===== src/rtl/e2r_pkg.sv =====
// e2r_pkg: constants, types and the arctangent table for the Euler angle to
// rotation matrix core. Depends on nothing; every other file imports it.
package e2r_pkg;

    localparam int ANGLE_FRAC_BITS = 8;
    localparam int OUT_FRAC_BITS   = 14;
    localparam int CORDIC_STAGES   = 16;

    localparam int IN_W      = 18;
    localparam int OUT_W     = 16;
    localparam int NUM_ANG   = 3;
    localparam int WORK_FRAC = 30;
    localparam int XY_W      = 32;
    localparam int STG_W     = 5;

    // lane codes
    localparam int YAW   = 0;
    localparam int PITCH = 1;
    localparam int ROLL  = 2;

    // quadrant codes
    localparam logic [1:0] QUAD_0 = 2'd0;
    localparam logic [1:0] QUAD_1 = 2'd1;
    localparam logic [1:0] QUAD_2 = 2'd2;
    localparam logic [1:0] QUAD_3 = 2'd3;

    // one turn is 45 << TURN_SH; binary angle = floor(((m << (32-TURN_SH)) + 22) / 45)
    localparam int TURN_SH = ANGLE_FRAC_BITS + 3;
    localparam int TURN    = 45 << TURN_SH;
    localparam int M_W     = TURN_SH + 6;
    localparam int WRAP_W  = M_W + 3;

    localparam int DIV1_SH = TURN_SH + 12;
    localparam int DIV1_W  = TURN_SH + 7;
    localparam logic [DIV1_W-1:0] DIV1_K = DIV1_W'(((64'd1 << DIV1_SH) / 45) + 1);
    localparam int A_W     = TURN_SH;
    localparam int B_W     = 6;

    localparam int Q2_W    = 32 - TURN_SH;
    localparam int T_W     = 38 - TURN_SH;
    localparam int DIV2_SH = 44 - TURN_SH;
    localparam int DIV2_W  = 39 - TURN_SH;
    localparam logic [DIV2_W-1:0] DIV2_K = DIV2_W'(((64'd1 << DIV2_SH) / 45) + 1);
    localparam int HALF_TURN_FLOOR = 22;

    localparam logic signed [XY_W-1:0] CORDIC_GAIN = XY_W'(652032874);

    localparam logic [29:0] ATAN_TAB [32] = '{
        30'd536870912, 30'd316933406, 30'd167458907, 30'd85004756, 30'd42667331,
        30'd21354465, 30'd10679838, 30'd5340245, 30'd2670163, 30'd1335087,
        30'd667544, 30'd333772, 30'd166886, 30'd83443, 30'd41722, 30'd20861,
        30'd10430, 30'd5215, 30'd2608, 30'd1304, 30'd652, 30'd326, 30'd163,
        30'd81, 30'd41, 30'd20, 30'd10, 30'd5, 30'd3, 30'd1, 30'd1, 30'd0
    };

    localparam int FIN_SH  = 2 * WORK_FRAC - OUT_FRAC_BITS;
    localparam int FIN_W   = 64 - FIN_SH;
    localparam int OUT_LIM = 1 << OUT_FRAC_BITS;

    localparam int FIFO_DEPTH = 64;
    localparam int FIFO_AW    = $clog2(FIFO_DEPTH);
    localparam int CREDIT_W   = FIFO_AW + 1;

    localparam int ANG_LAT  = 4;
    localparam int MAT_LAT  = 6;
    localparam int PIPE_LAT = ANG_LAT + CORDIC_STAGES + MAT_LAT;

    typedef logic signed [IN_W-1:0]  t_ang;
    typedef logic signed [OUT_W-1:0] t_ent;
    typedef logic signed [XY_W-1:0]  t_xy;
    typedef logic signed [63:0]      t_q60;
    typedef logic [STG_W-1:0]        t_stg;

    typedef struct {
        t_xy        x    [NUM_ANG];
        t_xy        y    [NUM_ANG];
        t_xy        z    [NUM_ANG];
        logic [1:0] quad [NUM_ANG];
    } t_cstage;

    typedef struct packed {
        t_ent m00;
        t_ent m01;
        t_ent m02;
        t_ent m10;
        t_ent m11;
        t_ent m12;
        t_ent m20;
        t_ent m21;
        t_ent m22;
    } t_mat;

endpackage


===== src/rtl/e2r_cordic_cell.sv =====
// e2r_cordic_cell: one CORDIC rotation step for the three angle lanes.
// Depends on e2r_pkg; chained in the top level, one cell per stage.
module e2r_cordic_cell (
    input  logic              i_clk,
    input  logic              i_rst_n,
    input  e2r_pkg::t_stg     i_stage,
    input  logic              i_valid,
    input  e2r_pkg::t_cstage  i_data,
    output logic              o_valid,
    output e2r_pkg::t_cstage  o_data
);
    import e2r_pkg::*;

    t_xy     w_atan;
    t_xy     w_xs [NUM_ANG];
    t_xy     w_ys [NUM_ANG];
    t_cstage n_data;
    t_cstage r_data;
    logic    r_valid;

    always_comb begin
        w_atan      = {2'b00, ATAN_TAB[i_stage]};
        n_data.quad = i_data.quad;
        for (int k = 0; k < NUM_ANG; k++) begin
            w_xs[k] = i_data.x[k] >>> i_stage;
            w_ys[k] = i_data.y[k] >>> i_stage;
            if (!i_data.z[k][XY_W-1]) begin
                n_data.x[k] = i_data.x[k] - w_ys[k];
                n_data.y[k] = i_data.y[k] + w_xs[k];
                n_data.z[k] = i_data.z[k] - w_atan;
            end else begin
                n_data.x[k] = i_data.x[k] + w_ys[k];
                n_data.y[k] = i_data.y[k] - w_xs[k];
                n_data.z[k] = i_data.z[k] + w_atan;
            end
        end
    end

    always_ff @(posedge i_clk) begin
        r_data <= n_data;
    end

    always_ff @(posedge i_clk) begin
        if (!i_rst_n) begin
            r_valid <= 1'b0;
        end else begin
            r_valid <= i_valid;
        end
    end

    assign o_valid = r_valid;
    assign o_data  = r_data;

endmodule


===== config.mk =====
export PLATFORM = sky130hd
export DESIGN_NAME = e2r_cordic_cell
export DESIGN_NICKNAME = d
export VERILOG_FILES = /design/src/rtl/e2r_pkg.sv /design/src/rtl/e2r_cordic_cell.sv
export SDC_FILE = /design/constraint.sdc
export NUM_CORES = 2
export LEC_CHECK = 0
export ABC_AREA = 1
export BUFFER_PORTS_ARGS = -buffer_cell sky130_fd_sc_hd__buf_2
export CAP_MARGIN = 20
export CORE_UTILIZATION = 35
export CTS_BUF_LIST = sky130_fd_sc_hd__clkbuf_4 sky130_fd_sc_hd__clkbuf_8 sky130_fd_sc_hd__clkbuf_16
export DETAILED_ROUTE_END_ITERATION = 8
export SLEW_MARGIN = 10
export SYNTH_ARGS = -nofsm -noshare
export SYNTH_HDL_FRONTEND = slang
export SYNTH_SLANG_ARGS = --single-unit

===== constraint.sdc =====
create_clock -name i_clk -period 14.6 [get_ports i_clk]
set_clock_uncertainty 0.05 [all_clocks]
set_input_delay 2.92 -clock i_clk [delete_from_list [all_inputs] [get_ports i_clk]]
set_output_delay 2.92 -clock i_clk [all_outputs]
set_load 0.05 [all_outputs]

# Yosys cells after proc, flatten, opt, wreduce, memory -nomap -nowiden
# Memories as Yosys holds them, arrays and structs flattened.
# Index checks and enable logic that the tools add are counted.
# Widths: inputs -> output; s select.
dict set report classes {
  addsub 18
  n_lt_le_gt_ge 1
  shift 6
  n_mux 11
  n_bitwise 1
}
# cell count
set op_table {}
lappend op_table {{$mux 32} 9}
lappend op_table {{$add 32x32->32} 6}
lappend op_table {{$sshr 32x5->32} 6}
lappend op_table {{$sub 32x32->32} 6}
lappend op_table {{$add 32x31->32} 3}
lappend op_table {{$sub 32x31->32} 3}
lappend op_table {{$mux 30} 2}
lappend op_table {{$ge 6x6->1 const B} 1}
lappend op_table {{$not 5->6} 1}
dict set report totals {
  ff_bits 295
  rom_bits 960
  inputBits 302
  wordCells 51
  n_memories 1
}
# memory depth word_bits rd rd_clocked_by_memory_dff write_ports line_no
set mem_list {}
lappend mem_list {{(name not given)} 32 30 1 0 0 e2r_cordic_cell.sv:22} ;# w_atan = {2'b00, ATAN_TAB[i_stage]};

# Logic depth before layout (Yosys ltp)
dict set report logic_depth {
  ltp_word 6
  mapped_depth 38
  depth_no_buf 35
}

# Worst setup path after synthesis
# OpenSTA, ideal clock, no wires.
dict set report synth_timing {
  kind {input-to-reg}
  from {input port i_stage[0]}
  to {register r_data, in the netlist o_data[62]}
  setup_time_ps 127
  arrival_time_ps 7012
  t_required_ps 14423
  slack_ps 7411
  cell_stages 30
  n_path_buf 4
  cell_sequence {buf_6 inv_2 buf_6 buf_6 buf_6 ha_1 nor2_1 inv_1 o21ai_0 o211ai_1 o211ai_2 ha_1 nand2_1 nor2_1 nand2_1 nor2_2 inv_2 nor2_4 xor2_1 o21ai_1 ha_1 nand2_1 inv_1 a21oi_1 nand2_1 a31oi_1 o21ai_0 a21boi_0 o21ai_0 xor2_1}
}
# element line_no
set synth_rtl {}
lappend synth_rtl {{start: declaration} e2r_cordic_cell.sv:6} ;# input e2r_pkg::t_stg i_stage,
lappend synth_rtl {{end signal: assignment} e2r_cordic_cell.sv:40} ;# r_data <= n_data;
lappend synth_rtl {{end: declaration} e2r_cordic_cell.sv:18} ;# t_cstage r_data;

==> metrics.sh <==
RUN_STATUS='completed'
CRITICAL_PATH_BUF_INV_COUNT=8
POWER.SHARE.COMBINATIONAL=0.627
RSZ0062_AT_GRT='no'
VDD_IR_DROP_MAX_uV=147
DIEHEIGHT_UM=336
FINISH.CELL_COUNT_WITHOUT_FILLERS=8688
POST_SYNTH_EDFFS=0
FINAL.MIN_CLOCK_PERIOD_NS=9.03
PIN_COUNT=597
ROUTED_WIRE_LENGTH_PER_INSTANCE_UM=19.0
NETSWITCHINGPOWER_mW=3.26
CELL_INTERNAL_PWR_mW=2.68
SYNTH.AVG_CELL_AREA_UM2=5.78
SYNTH_SEQ_AREA_SHARE=0.151
POWER-PER-CELL-AREA_nW_PER_UM2=135
POWER.CLOCK.FRACTION=0.164
FMAX_GHz=0.111
SYNTH_SIMPLE_GATE_AREA_SHARE=0.424
DPL.HPWL_UM=137000
REPORT.FINAL.SETUP_VIOL=0
CRITPATHTOPFAMILY='buffers and inverters'
DRV.MAX_CAP_VIOLATION_COUNT=0
START_UTIL=0.353
FIN_NETS=7805
ANTENNA_VIOLATIONS_BEFORE_REPAIR=9
CTS_ROOT_BUFFER='clkbuf_16'
MET3ROUTEDLENGTH_UM=11100
WORST_EP_REQUIRED_TIME_NS=15.06
SYNTHADDERAREAFRAC=0.109
WORST_PATH_MOST_REPEATED_CELL='nand2_1'
TRITONCTS='built'
HOLD_BUFFERS=0
SEQ_POWER_SHARE=0.209
HOLD_PATH_CLASS='input pin to flop'
POST_ROUTE_CELLS_DRIVE_ABOVE_1_SHARE=0.113
CRITICAL_PATH.MAX_STAGE_DELAY_NS=0.80
CLOCK-SINKS=295
TRITONCTS.NUM_BUFFERS=37
TRACK_USAGE=0.281
WL_MET2_UM=75900
SYNTH_FP_NETS=7388
GRT_FIRST_PASS_WIRELENGTH_UM=247000
WORST_PIN_SLEW_NS=1.08
SYNTH.AREA.MUX_SHARE=0
START_POINT_OF_THE_WORST_MIN_DELAY_PATH='i_data[1]'
POSTSYNTH.ASYNCRESETSHARE=0
SETUP_CRIT_PATH_KIND='input pin to flop'
DR.FIRST_ITER.DRC_COUNT=4007
FINAL_CORE_UTIL=0.399
DPL_CELL_AREA_UM2=42900
CTS_SETUP_BUFFERS=0
SYNTH-MAIN-FF-CELL='dfxtp_1'
FIN_HOLD_WS_NS=2.38
LEAKAGEPOWER_nW=23.3
IO_BUFFERS=596
WL_UM=165000
VIA_COUNT=46100
CTS_BUFFER_DEPTH=3
GRT_MAX_DEGREE=131
MIN_DELAY_WORST_ENDPOINT='o_data[1]'
POST_DRT_VIA_CELL_RATIO=5.30
POSTLAYOUTSETUPSLACKWORST_NS=5.57
REPORT.FINAL.SLEW_VIOL_COUNT=0
SYNTH_WARNINGS=0
CP_SLOWEST_CELL='buf_4'
DP_CELLS=8616
CTS.REPORTEDPATHS.CLKPINSLEW_NS=0.05
YS_TYPES=57
SYNTH_COMPOUND_AREA_FRAC=0.133
SYNTHESIS.INSTANCES=6750
DESIGN.DIE.AREA_UM2=113000
FIN_SETUP_TNS_NS=0
DRT_PASS1_ITERATIONS=6
FLOORPLAN.CORE_AREA_UM2=111000
DP_WORST_SETUP_SLACK_NS=5.08
POST_SYNTHESIS_REGISTER_BIT_COUNT=295
GP_CONGESTION=1.01
FINISH.INSTANCE_AREA_UM2=44200
DETAIL-ROUTE-ANTENNA-NETS=0
CTS.REPAIR.RESIZED=0
HTREE_NUM_LEVELS=2
VIA_COUNT_OF_THE_FIRST_GLOBAL_ROUTING_PASS=42500
DRC_ERRORS=0
SYNTHXORXNORAREAFRAC=0.0891
WHS_PATH_DEPTH=1
SYNTH.CELL_AREA_UM2=39000
SETUP.WORST_PATH.START_CLASS='input pin'
POWER_mW=5.94
CRITPATHCAPTURETYPE='flop'
MET1_LENGTH_UM=69600
HIGHEST_LAYER='met5'
CELL_ROW_COUNT=122
GRT_REMAINING_OVERFLOW=0
SWITCHING_SHARE=0.549
FIN_CRIT_SH=0.619
CP.ARRIVAL_NS=9.49
FINAL_HOLD_VIOL_COUNT=0
CRITICAL_PATH.MAX_FANOUT=80
LARGEST_FAMILY_OF_LOGIC_CELLS_BY_SYNTHESIZED_AREA='simple AND/OR/NAND/NOR gates'
DIE_WIDTH_UM=336
WORST_SLEW_MARGIN_RELATIVE_TO_ITS_LIMIT=0.278
AREA_DELTA_SYNTH_FINAL_PCT=13.1
[area by class of cell]
class / count / area [µm²]
diodes: 5 / 12.5
clock buffers: 52 / 1110
clock inverters: 15 / 173
fillers: 12300 / 66500
inverters: 645 / 2440
multi-input cells: 5570 / 29500
flip-flops and latches: 295 / 5910
well taps: 1488 / 1860
repair buffers: 618 / 3170
[power groups by stage]
stage | logic (mW) | registers, mW | clock network (mW)
2_1_floorplan | 1.55 | 2.44 | 0
3_3_place_gp | 3.70 | 1.26 | 0
3_5_place_dp | 3.70 | 1.26 | 0
4_1_cts | 3.71 | 1.25 | 1.00
5_1_grt | 4.01 | 1.27 | 1.03
6_report | 3.73 | 1.24 | 0.972
[registers in the layout, summed over array words and instances (netlist names)]
name	flops
o_valid	1
o_data	294
[synthesized netlist by cell type (46+ instances only)]
master,instances,area (µm²)
nand4_1,46,288
nand3_1,935,4680
inv_1,614,2300
nor2_1,511,1920
dfxtp_1,295,5910
clkbuf_1,63,236
o21ai_1,48,240
nor3_1,94,470
ha_1,327,4090
o21ai_0,307,1540
xnor2_1,122,1070
buf_2,94,470
a21oi_1,359,1800
xor2_1,275,2410
nand2_1,2215,8310
[per-layer routing]
layer / vias up / GRT usage
met5: - / 0
met4: 8 / 0.128
met3: 314 / 0.0406
met2: 1717 / 0.471
met1: 21100 / 0.355
li1: 23000 / -
[logic make-up after synthesis]
| group | after synthesis |
|---|---|
| xor+xnor | 397 |
| fa+ha+maj | 336 |
| buf+inv | 885 |
| simple gates | 3915 |
| flops | 295 |
| compound gates | 922 |
[how the worst max path moves through the flow]
stage,to,cells past startpoint,slack [ns],startpoint
after floorplan,o_data[62],30,7.41,i_stage[0]
after global placement,o_data[222],24,5.21,i_stage[3]
after detailed placement,o_data[253],26,5.08,i_stage[3]
after CTS,o_data[253],26,5.69,i_stage[3]
after global routing,o_data[253],26,4.94,i_stage[3]
final,o_data[155],26,5.57,i_stage[3]
[cell usage in the layout, fill, tap and decap left out, drive strengths merged, types with 275 or more instances in the layout]
master     n
inv      644
a21oi    360
xor2     275
nand2   2237
ha       327
o21ai    361
nor2     546
nand3    945
buf      618
dfxtp    295
Power figures use the tool's default switching activity.
