<file path="src/rtl/e2r_pkg.sv">
// e2r_pkg: constants, types and the arctangent table for the Euler angle to
// rotation matrix core. Depends on nothing; every other file imports it.
package e2r_pkg;

    localparam int ANGLE_FRAC_BITS = 8;
    localparam int OUT_FRAC_BITS   = 14;
    localparam int CORDIC_STAGES   = 16;

    localparam int IN_W      = 18;
    localparam int OUT_W     = 16;
    localparam int NUM_ANG   = 3;
    localparam int WORK_FRAC = 30;
    localparam int XY_W      = 32;
    localparam int STG_W     = 5;

    // lane codes
    localparam int YAW   = 0;
    localparam int PITCH = 1;
    localparam int ROLL  = 2;

    // quadrant codes
    localparam logic [1:0] QUAD_0 = 2'd0;
    localparam logic [1:0] QUAD_1 = 2'd1;
    localparam logic [1:0] QUAD_2 = 2'd2;
    localparam logic [1:0] QUAD_3 = 2'd3;

    // one turn is 45 << TURN_SH; binary angle = floor(((m << (32-TURN_SH)) + 22) / 45)
    localparam int TURN_SH = ANGLE_FRAC_BITS + 3;
    localparam int TURN    = 45 << TURN_SH;
    localparam int M_W     = TURN_SH + 6;
    localparam int WRAP_W  = M_W + 3;

    localparam int DIV1_SH = TURN_SH + 12;
    localparam int DIV1_W  = TURN_SH + 7;
    localparam logic [DIV1_W-1:0] DIV1_K = DIV1_W'(((64'd1 << DIV1_SH) / 45) + 1);
    localparam int A_W     = TURN_SH;
    localparam int B_W     = 6;

    localparam int Q2_W    = 32 - TURN_SH;
    localparam int T_W     = 38 - TURN_SH;
    localparam int DIV2_SH = 44 - TURN_SH;
    localparam int DIV2_W  = 39 - TURN_SH;
    localparam logic [DIV2_W-1:0] DIV2_K = DIV2_W'(((64'd1 << DIV2_SH) / 45) + 1);
    localparam int HALF_TURN_FLOOR = 22;

    localparam logic signed [XY_W-1:0] CORDIC_GAIN = XY_W'(652032874);

    localparam logic [29:0] ATAN_TAB [32] = '{
        30'd536870912, 30'd316933406, 30'd167458907, 30'd85004756, 30'd42667331,
        30'd21354465, 30'd10679838, 30'd5340245, 30'd2670163, 30'd1335087,
        30'd667544, 30'd333772, 30'd166886, 30'd83443, 30'd41722, 30'd20861,
        30'd10430, 30'd5215, 30'd2608, 30'd1304, 30'd652, 30'd326, 30'd163,
        30'd81, 30'd41, 30'd20, 30'd10, 30'd5, 30'd3, 30'd1, 30'd1, 30'd0
    };

    localparam int FIN_SH  = 2 * WORK_FRAC - OUT_FRAC_BITS;
    localparam int FIN_W   = 64 - FIN_SH;
    localparam int OUT_LIM = 1 << OUT_FRAC_BITS;

    localparam int FIFO_DEPTH = 64;
    localparam int FIFO_AW    = $clog2(FIFO_DEPTH);
    localparam int CREDIT_W   = FIFO_AW + 1;

    localparam int ANG_LAT  = 4;
    localparam int MAT_LAT  = 6;
    localparam int PIPE_LAT = ANG_LAT + CORDIC_STAGES + MAT_LAT;

    typedef logic signed [IN_W-1:0]  t_ang;
    typedef logic signed [OUT_W-1:0] t_ent;
    typedef logic signed [XY_W-1:0]  t_xy;
    typedef logic signed [63:0]      t_q60;
    typedef logic [STG_W-1:0]        t_stg;

    typedef struct {
        t_xy        x    [NUM_ANG];
        t_xy        y    [NUM_ANG];
        t_xy        z    [NUM_ANG];
        logic [1:0] quad [NUM_ANG];
    } t_cstage;

    typedef struct packed {
        t_ent m00;
        t_ent m01;
        t_ent m02;
        t_ent m10;
        t_ent m11;
        t_ent m12;
        t_ent m20;
        t_ent m21;
        t_ent m22;
    } t_mat;

endpackage

</file>
<file path="src/rtl/e2r_angle.sv">
// e2r_angle: wraps each angle into one turn and forms the binary angle, four stages.
// Depends on e2r_pkg; feeds the first CORDIC cell.
module e2r_angle (
    input  logic              i_clk,
    input  logic              i_rst_n,
    input  logic              i_valid,
    input  e2r_pkg::t_ang     i_angle [e2r_pkg::NUM_ANG],
    output logic              o_valid,
    output e2r_pkg::t_cstage  o_data
);
    import e2r_pkg::*;

    localparam logic signed [WRAP_W-1:0] TURN_S = WRAP_W'(TURN);
    localparam int P1_W = M_W + DIV1_W;
    localparam int P2_W = T_W + DIV2_W;

    logic signed [WRAP_W-1:0] w_v   [NUM_ANG];
    logic [M_W-1:0]           n_m   [NUM_ANG];
    logic [M_W-1:0]           r_m   [NUM_ANG];
    logic [M_W-1:0]           r_m2  [NUM_ANG];
    logic [P1_W-1:0]          r_p1  [NUM_ANG];
    logic [A_W-1:0]           n_a   [NUM_ANG];
    logic [A_W-1:0]           r_a   [NUM_ANG];
    logic [A_W-1:0]           r_a2  [NUM_ANG];
    logic [M_W-1:0]           w_a45 [NUM_ANG];
    logic [B_W-1:0]           n_b   [NUM_ANG];
    logic [B_W-1:0]           r_b   [NUM_ANG];
    logic [T_W-1:0]           w_t   [NUM_ANG];
    logic [P2_W-1:0]          r_p2  [NUM_ANG];
    logic [31:0]              w_p   [NUM_ANG];
    logic [ANG_LAT-1:0]       r_vld;

    always_comb begin
        for (int k = 0; k < NUM_ANG; k++) begin
            w_v[k] = WRAP_W'(i_angle[k]);
            priority if (w_v[k] + TURN_S < 0) begin
                n_m[k] = M_W'(w_v[k] + TURN_S + TURN_S);
            end else if (w_v[k] < 0) begin
                n_m[k] = M_W'(w_v[k] + TURN_S);
            end else if (w_v[k] >= TURN_S) begin
                n_m[k] = M_W'(w_v[k] - TURN_S);
            end else begin
                n_m[k] = M_W'(w_v[k]);
            end
            // m = 45a + b
            n_a[k]   = r_p1[k][DIV1_SH +: A_W];
            w_a45[k] = M_W'(n_a[k]) * M_W'(45);
            n_b[k]   = B_W'(r_m2[k] - w_a45[k]);
            w_t[k]   = {r_b[k], Q2_W'(0)} + T_W'(HALF_TURN_FLOOR);
            w_p[k]   = {r_a2[k], r_p2[k][DIV2_SH +: Q2_W]};
            o_data.x[k]    = CORDIC_GAIN;
            o_data.y[k]    = '0;
            o_data.z[k]    = {2'b00, w_p[k][29:0]};
            o_data.quad[k] = w_p[k][31:30];
        end
    end

    always_ff @(posedge i_clk) begin
        r_m  <= n_m;
        r_m2 <= r_m;
        r_a  <= n_a;
        r_b  <= n_b;
        r_a2 <= r_a;
        for (int k = 0; k < NUM_ANG; k++) begin
            r_p1[k] <= P1_W'(r_m[k]) * P1_W'(DIV1_K);
            r_p2[k] <= P2_W'(w_t[k]) * P2_W'(DIV2_K);
        end
    end

    always_ff @(posedge i_clk) begin
        if (!i_rst_n) begin
            r_vld <= '0;
        end else begin
            r_vld <= {r_vld[ANG_LAT-2:0], i_valid};
        end
    end

    assign o_valid = r_vld[ANG_LAT-1];

endmodule

</file>
<file path="config.mk">
export PLATFORM = sky130hd
export DESIGN_NAME = e2r_angle
export DESIGN_NICKNAME = d
export VERILOG_FILES = /design/src/rtl/e2r_pkg.sv /design/src/rtl/e2r_angle.sv
export SDC_FILE = /design/constraint.sdc
export NUM_CORES = 1
export LEC_CHECK = 0
export ABC_AREA = 1
export BUFFER_PORTS_ARGS = -buffer_cell sky130_fd_sc_hd__clkbuf_2
export CORE_MARGIN = 5
export CORE_UTILIZATION = 45
export CTS_CLUSTER_DIAMETER = 50
export DETAILED_ROUTE_END_ITERATION = 8
export HOLD_SLACK_MARGIN = 0.06
export PLACE_DENSITY_LB_ADDON = 0.2
export SKIP_CTS_REPAIR_TIMING = 1
export SYNTH_ARGS = -nofsm -noshare
export SYNTH_HDL_FRONTEND = slang
export SYNTH_SLANG_ARGS = --single-unit
export TNS_END_PERCENT = 5
</file>
<file path="constraint.sdc">
create_clock -name i_clk -period 4.5 [get_ports i_clk]
set_input_delay 0.45 -clock i_clk [delete_from_list [all_inputs] [get_ports i_clk]]
set_output_delay 0.45 -clock i_clk [all_outputs]
set_load 0.05 [all_outputs]
</file>
* Yosys cells after proc, flatten, opt, wreduce, memory -nomap -nowiden *
Memory sizes are Yosys's and may differ from the RTL's.
Cells that the tools add are included.

storage, ports and cells
  logic and storage cells = 63
  bits in registers = 157
  input bits = 57
  memories kept = 2
  output and inout port bits = 295
  RAM bits = 261

cells by class
  $mul = 9
  $lt $le $gt $ge = 9
  muxes and demuxes = 9
  $add $sub $neg = 18

memories
  memory  words  bits a word  rd ports  clocked after Yosys merged registers in  write ports  line             source
  r_p2    3      53           3         0                                        3            e2r_angle.sv:29  logic [P2_W-1:0] r_p2 [NUM_ANG];
  r_p1    3      34           3         0                                        3            e2r_angle.sv:21  logic [P1_W-1:0] r_p1 [NUM_ANG];

operators by type and width
  cell                                                         number
  multiplier 27 x 26 -> 53 bit, second input constant          3
  two-way mux 17 bit                                           9
  adder 17 bit, second input constant                          6
  multiplier 17 x 17 -> 34 bit, second input constant          3
  adder 27 x 5 -> 27 bit, second input constant                3
  adder 18 x 18 -> 19 bit, second input constant               3
  less-than comparator 19 x 1 -> 1 bit, second input constant  3
  >= comparator 18 bit, second input constant                  3
  less-than comparator 18 x 1 -> 1 bit, second input constant  3
  subtractor 17 bit, second input constant                     3
  multiplier 11 x 6 -> 6 bit, second input constant            3
  subtractor 6 bit                                             3

* Logic depth before layout (Yosys ltp) *
  word-level depth = 4
  depth in mapped cells = 23
  gate-level depth less buffers = 23

* Least setup slack after synthesis *
OpenSTA, ideal clock, no wires.

  kind = register to register
  start point = register r_m[23] in the netlist's numbering
  end point = memory r_p1[0][60] in the netlist's numbering
  path buffers = 0
  data required time = 4.388 ns
  library setup time = 0.112 ns
  stages on the path, launching flop included = 20
  period minus slack after synthesis = 4.657 ns
  setup slack = -0.157 ns
  arrival time = 4.545 ns
  cell sequence = dfxtp_1 > ha_1 > fa_1 > inv_1 > fa_1 > fa_1 > inv_1 > fa_1 > inv_1 > fa_1 > inv_1 > ha_1 > nand2_1 > nor2_1 > nand2_1 > inv_1 > nand3_1 > or2_1 > nand3_1 > nand2_1

RTL lines
  element                 line             source
  from (decl)             e2r_angle.sv:19  logic [M_W-1:0] r_m [NUM_ANG];
  from (signal assigned)  e2r_angle.sv:59  r_m <= n_m;
  to (decl)               e2r_angle.sv:21

==> run metrics <==
largest net degree at the start of global routing 13; synthesized cell area approximately 36000 sq um; Vias/cell 4.64; post-synthesis instance total 4498; TritonCTS Buffers 44; reg-to-reg slack, setup -20 ps; Worst Path Required slightly below 5000 ps; unrepaired setup endpoints after global routing true; FMAX between 0.2 and 0.25 GHz; Top Ports 352; Worst-Skew Late Latency 570 ps; Worst Hold Path EP r_vld[1]; Post-Route WL around 85000 microns; Finished Cell Area 42200 sq um; Hold Path Depth 3; failing checks negative setup slack; clk root buf clkbuf_16; Hold Path Class in2reg; DR DRC count 0; global-route wire length before repair 137000 microns; register area share after synthesis 0.143; Arrival @ worst endpoint between 4000 and 5000 ps; Port Buf Inserts 153; CTS tree built; CP startpoint kind register; Cell Count, Final, Fillers Out 6039; skew final 14.7 ps; # clock sinks 253; Setup Viol. Count Final 1; Final Max Slew Viols 0; Die X-Extent 291 microns; placed cell count just under 6000; starting density of the core 0.452; total iterations of the first detailed-routing run 5; final hold vios 0; Crit Path Class reg2reg; critical-path maximum fanout 3; total track usage 0.195; outcome finished with violations; site row count 103; Clock Tree Buf Depth 3; hold path start i_rst_n; Ys Warns 0; final hold slack 114 ps; grt ovf 0; FF-to-FF path depth 19; dpl ws -306 ps; Nets 6119; worst slew pin tran around 490 ps; DIE AREA 84600 sq um; Cell variety after synth 39; Tcrit/Tclk final 1.00; Max-Cap Viols 0; Final Wtd Congestion ~0.93; clock slew at reported path FFs around 60 ps; Initial DRC Count 1286; reg-to-reg critical path startpoint r_m[20]; chip height 291 microns; fin crit period 4520 ps; core area 78600 sq um; Area Overhead vs Synth 18.7%; setup ws final -16.4 ps; placed cell area 38800 sq um; post-DR wirelength/cell 14.1 microns; initial antenna violation count 3; layout cells sized above 1 0.170; vias in the first global route ~27000; htree depth 2; Critical Path Sink Type register; Worst R2R End r_p1[0][60]; placed wire-length estimate approximately 74000 microns; Mean Syn Cell Area 7.89 sq um; Slew headroom 0.670; flops & latches, synth 253; antenna-violating nets left 0; Vias ~28000
## worst max-delay path by stage
stage / cells past startpoint / endpoint / startpoint / slack [ps]
4_1_cts: 17 / r_p1[0][94] / r_m[3] / -340
2_1_floorplan: 21 / r_p1[0][32] / r_m[36] / -20
6_report: 19 / r_p1[0][60] / r_m[20] / -20
5_1_grt: 18 / r_p1[0][60] / r_m[26] / -220
3_5_place_dp: 20 / r_p1[0][94] / r_m[3] / -310
3_3_place_gp: 20 / r_p1[0][94] / r_m[3] / -270
## sequential cells by signal, indices dropped and copies added, names as in the netlist
name / cells
r_b: 18
r_m2: 18
r_m: 51
r_p1: 33
o_data: 33
r_p2: 63
r_a: 33
r_vld: 4
## synthesized netlist by cell type, drive strengths merged
| cell type | number | area share |
|---|---|---|
| o31ai | 2 | 0.00042 |
| nand2 | 823 | 0.088 |
| ha | 785 | 0.28 |
| conb | 2 | 0.00021 |
| nand3b | 6 | 0.0013 |
| nand3 | 141 | 0.021 |
| a21oi | 183 | 0.026 |
| a21boi | 2 | 0.00042 |
| o22ai | 2 | 0.00035 |
| dfxtp | 253 | 0.14 |
| xor2 | 61 | 0.015 |
| o21ai | 118 | 0.017 |
| o21a | 5 | 0.0011 |
| a31oi | 5 | 0.00088 |
| buf | 198 | 0.042 |
| or2 | 8 | 0.0014 |
| a21o | 7 | 0.0015 |
| and3 | 6 | 0.0011 |
| xnor2 | 50 | 0.012 |
| nand4 | 42 | 0.0074 |
| and2 | 3 | 0.00053 |
| nor4 | 6 | 0.0011 |
| o21bai | 16 | 0.0034 |
| fa | 322 | 0.18 |
| o211ai | 9 | 0.0019 |
| nor3 | 50 | 0.0076 |
| inv | 1136 | 0.12 |
| nor2 | 257 | 0.028 |
## per-stage QoR
| stage | setup TNS (ps) | utilization |
|---|---|---|
| floorplan | -86.7 | - |
| finish | -16.4 | 0.536 |
| global placement | -5840 | 0.493 |
| detailed placement | -7110 | 0.493 |
| CTS | -7540 | 0.512 |
| global route | -4390 | 0.536 |
## cells in the final DEF, fill, tap and decap left out, drive strengths merged, types with 3 or more instances in the layout
master / count
a21o: 7
a21oi: 183
a31oi: 5
and2: 3
and3: 6
buf: 226
bufinv: 4
clkbuf: 207
clkinv: 9
clkinvlp: 4
conb: 198
dfxtp: 253
dlygate4sd3: 34
fa: 322
ha: 785
inv: 1144
nand2: 823
nand3: 141
nand3b: 6
nand4: 42
nor2: 257
nor3: 50
nor4: 6
o211ai: 9
o21a: 5
o21ai: 118
o21bai: 16
or2: 8
xnor2: 50
xor2: 61
## critical path: stages (launching register included)
cell and delay, ps:
dfxtp_2 330, buf_4 140, ha_4 210, xor2_1 160, ha_1 290, inv_1 60, fa_1 530, inv_1 50
fa_1 520, inv_1 50, fa_2 440, fa_1 500, inv_2 50, ha_4 290, nand2_2 70, nor2_1 220
nand3_1 130, or2_1 230, nand3_1 80, nand2_1 50
## routing by layer
layer	track usage	wire length [microns]	part of all wire
met1	0.285	41000	0.48
met5	0	0	0
met3	0.0256	3920	0.046
met4	0.0382	1400	0.016
met2	0.311	38600	0.45
## final cells by class
cell class,count,area (sq um)
diodes,1,2.50
clock buffers,54,1200
clock inverters,25,285
fillers,7536,36400
inverters,1136,4270
multi-input cells,3107,27100
flip-flops and latches,253,5150
well taps,1050,1310
repair buffers,413,2810
## cells by family (layout without fill, tap and decap cells)
kind of cell	count (synthesis)	in the layout	synth area share
adders and majority gates	1107	1107	0.458
other	2	199	0.000211
DFF	253	253	0.143
AOI/OAI and AO/OA	349	349	0.0526
and+or+nand+nor	1342	1342	0.157
buffers and inverters	1334	1628	0.162
xor gates and xnor gates	111	111	0.0276
Power is not shown: default switching activity piles up to over one toggle a cycle in this logic, so the estimate is an artifact.
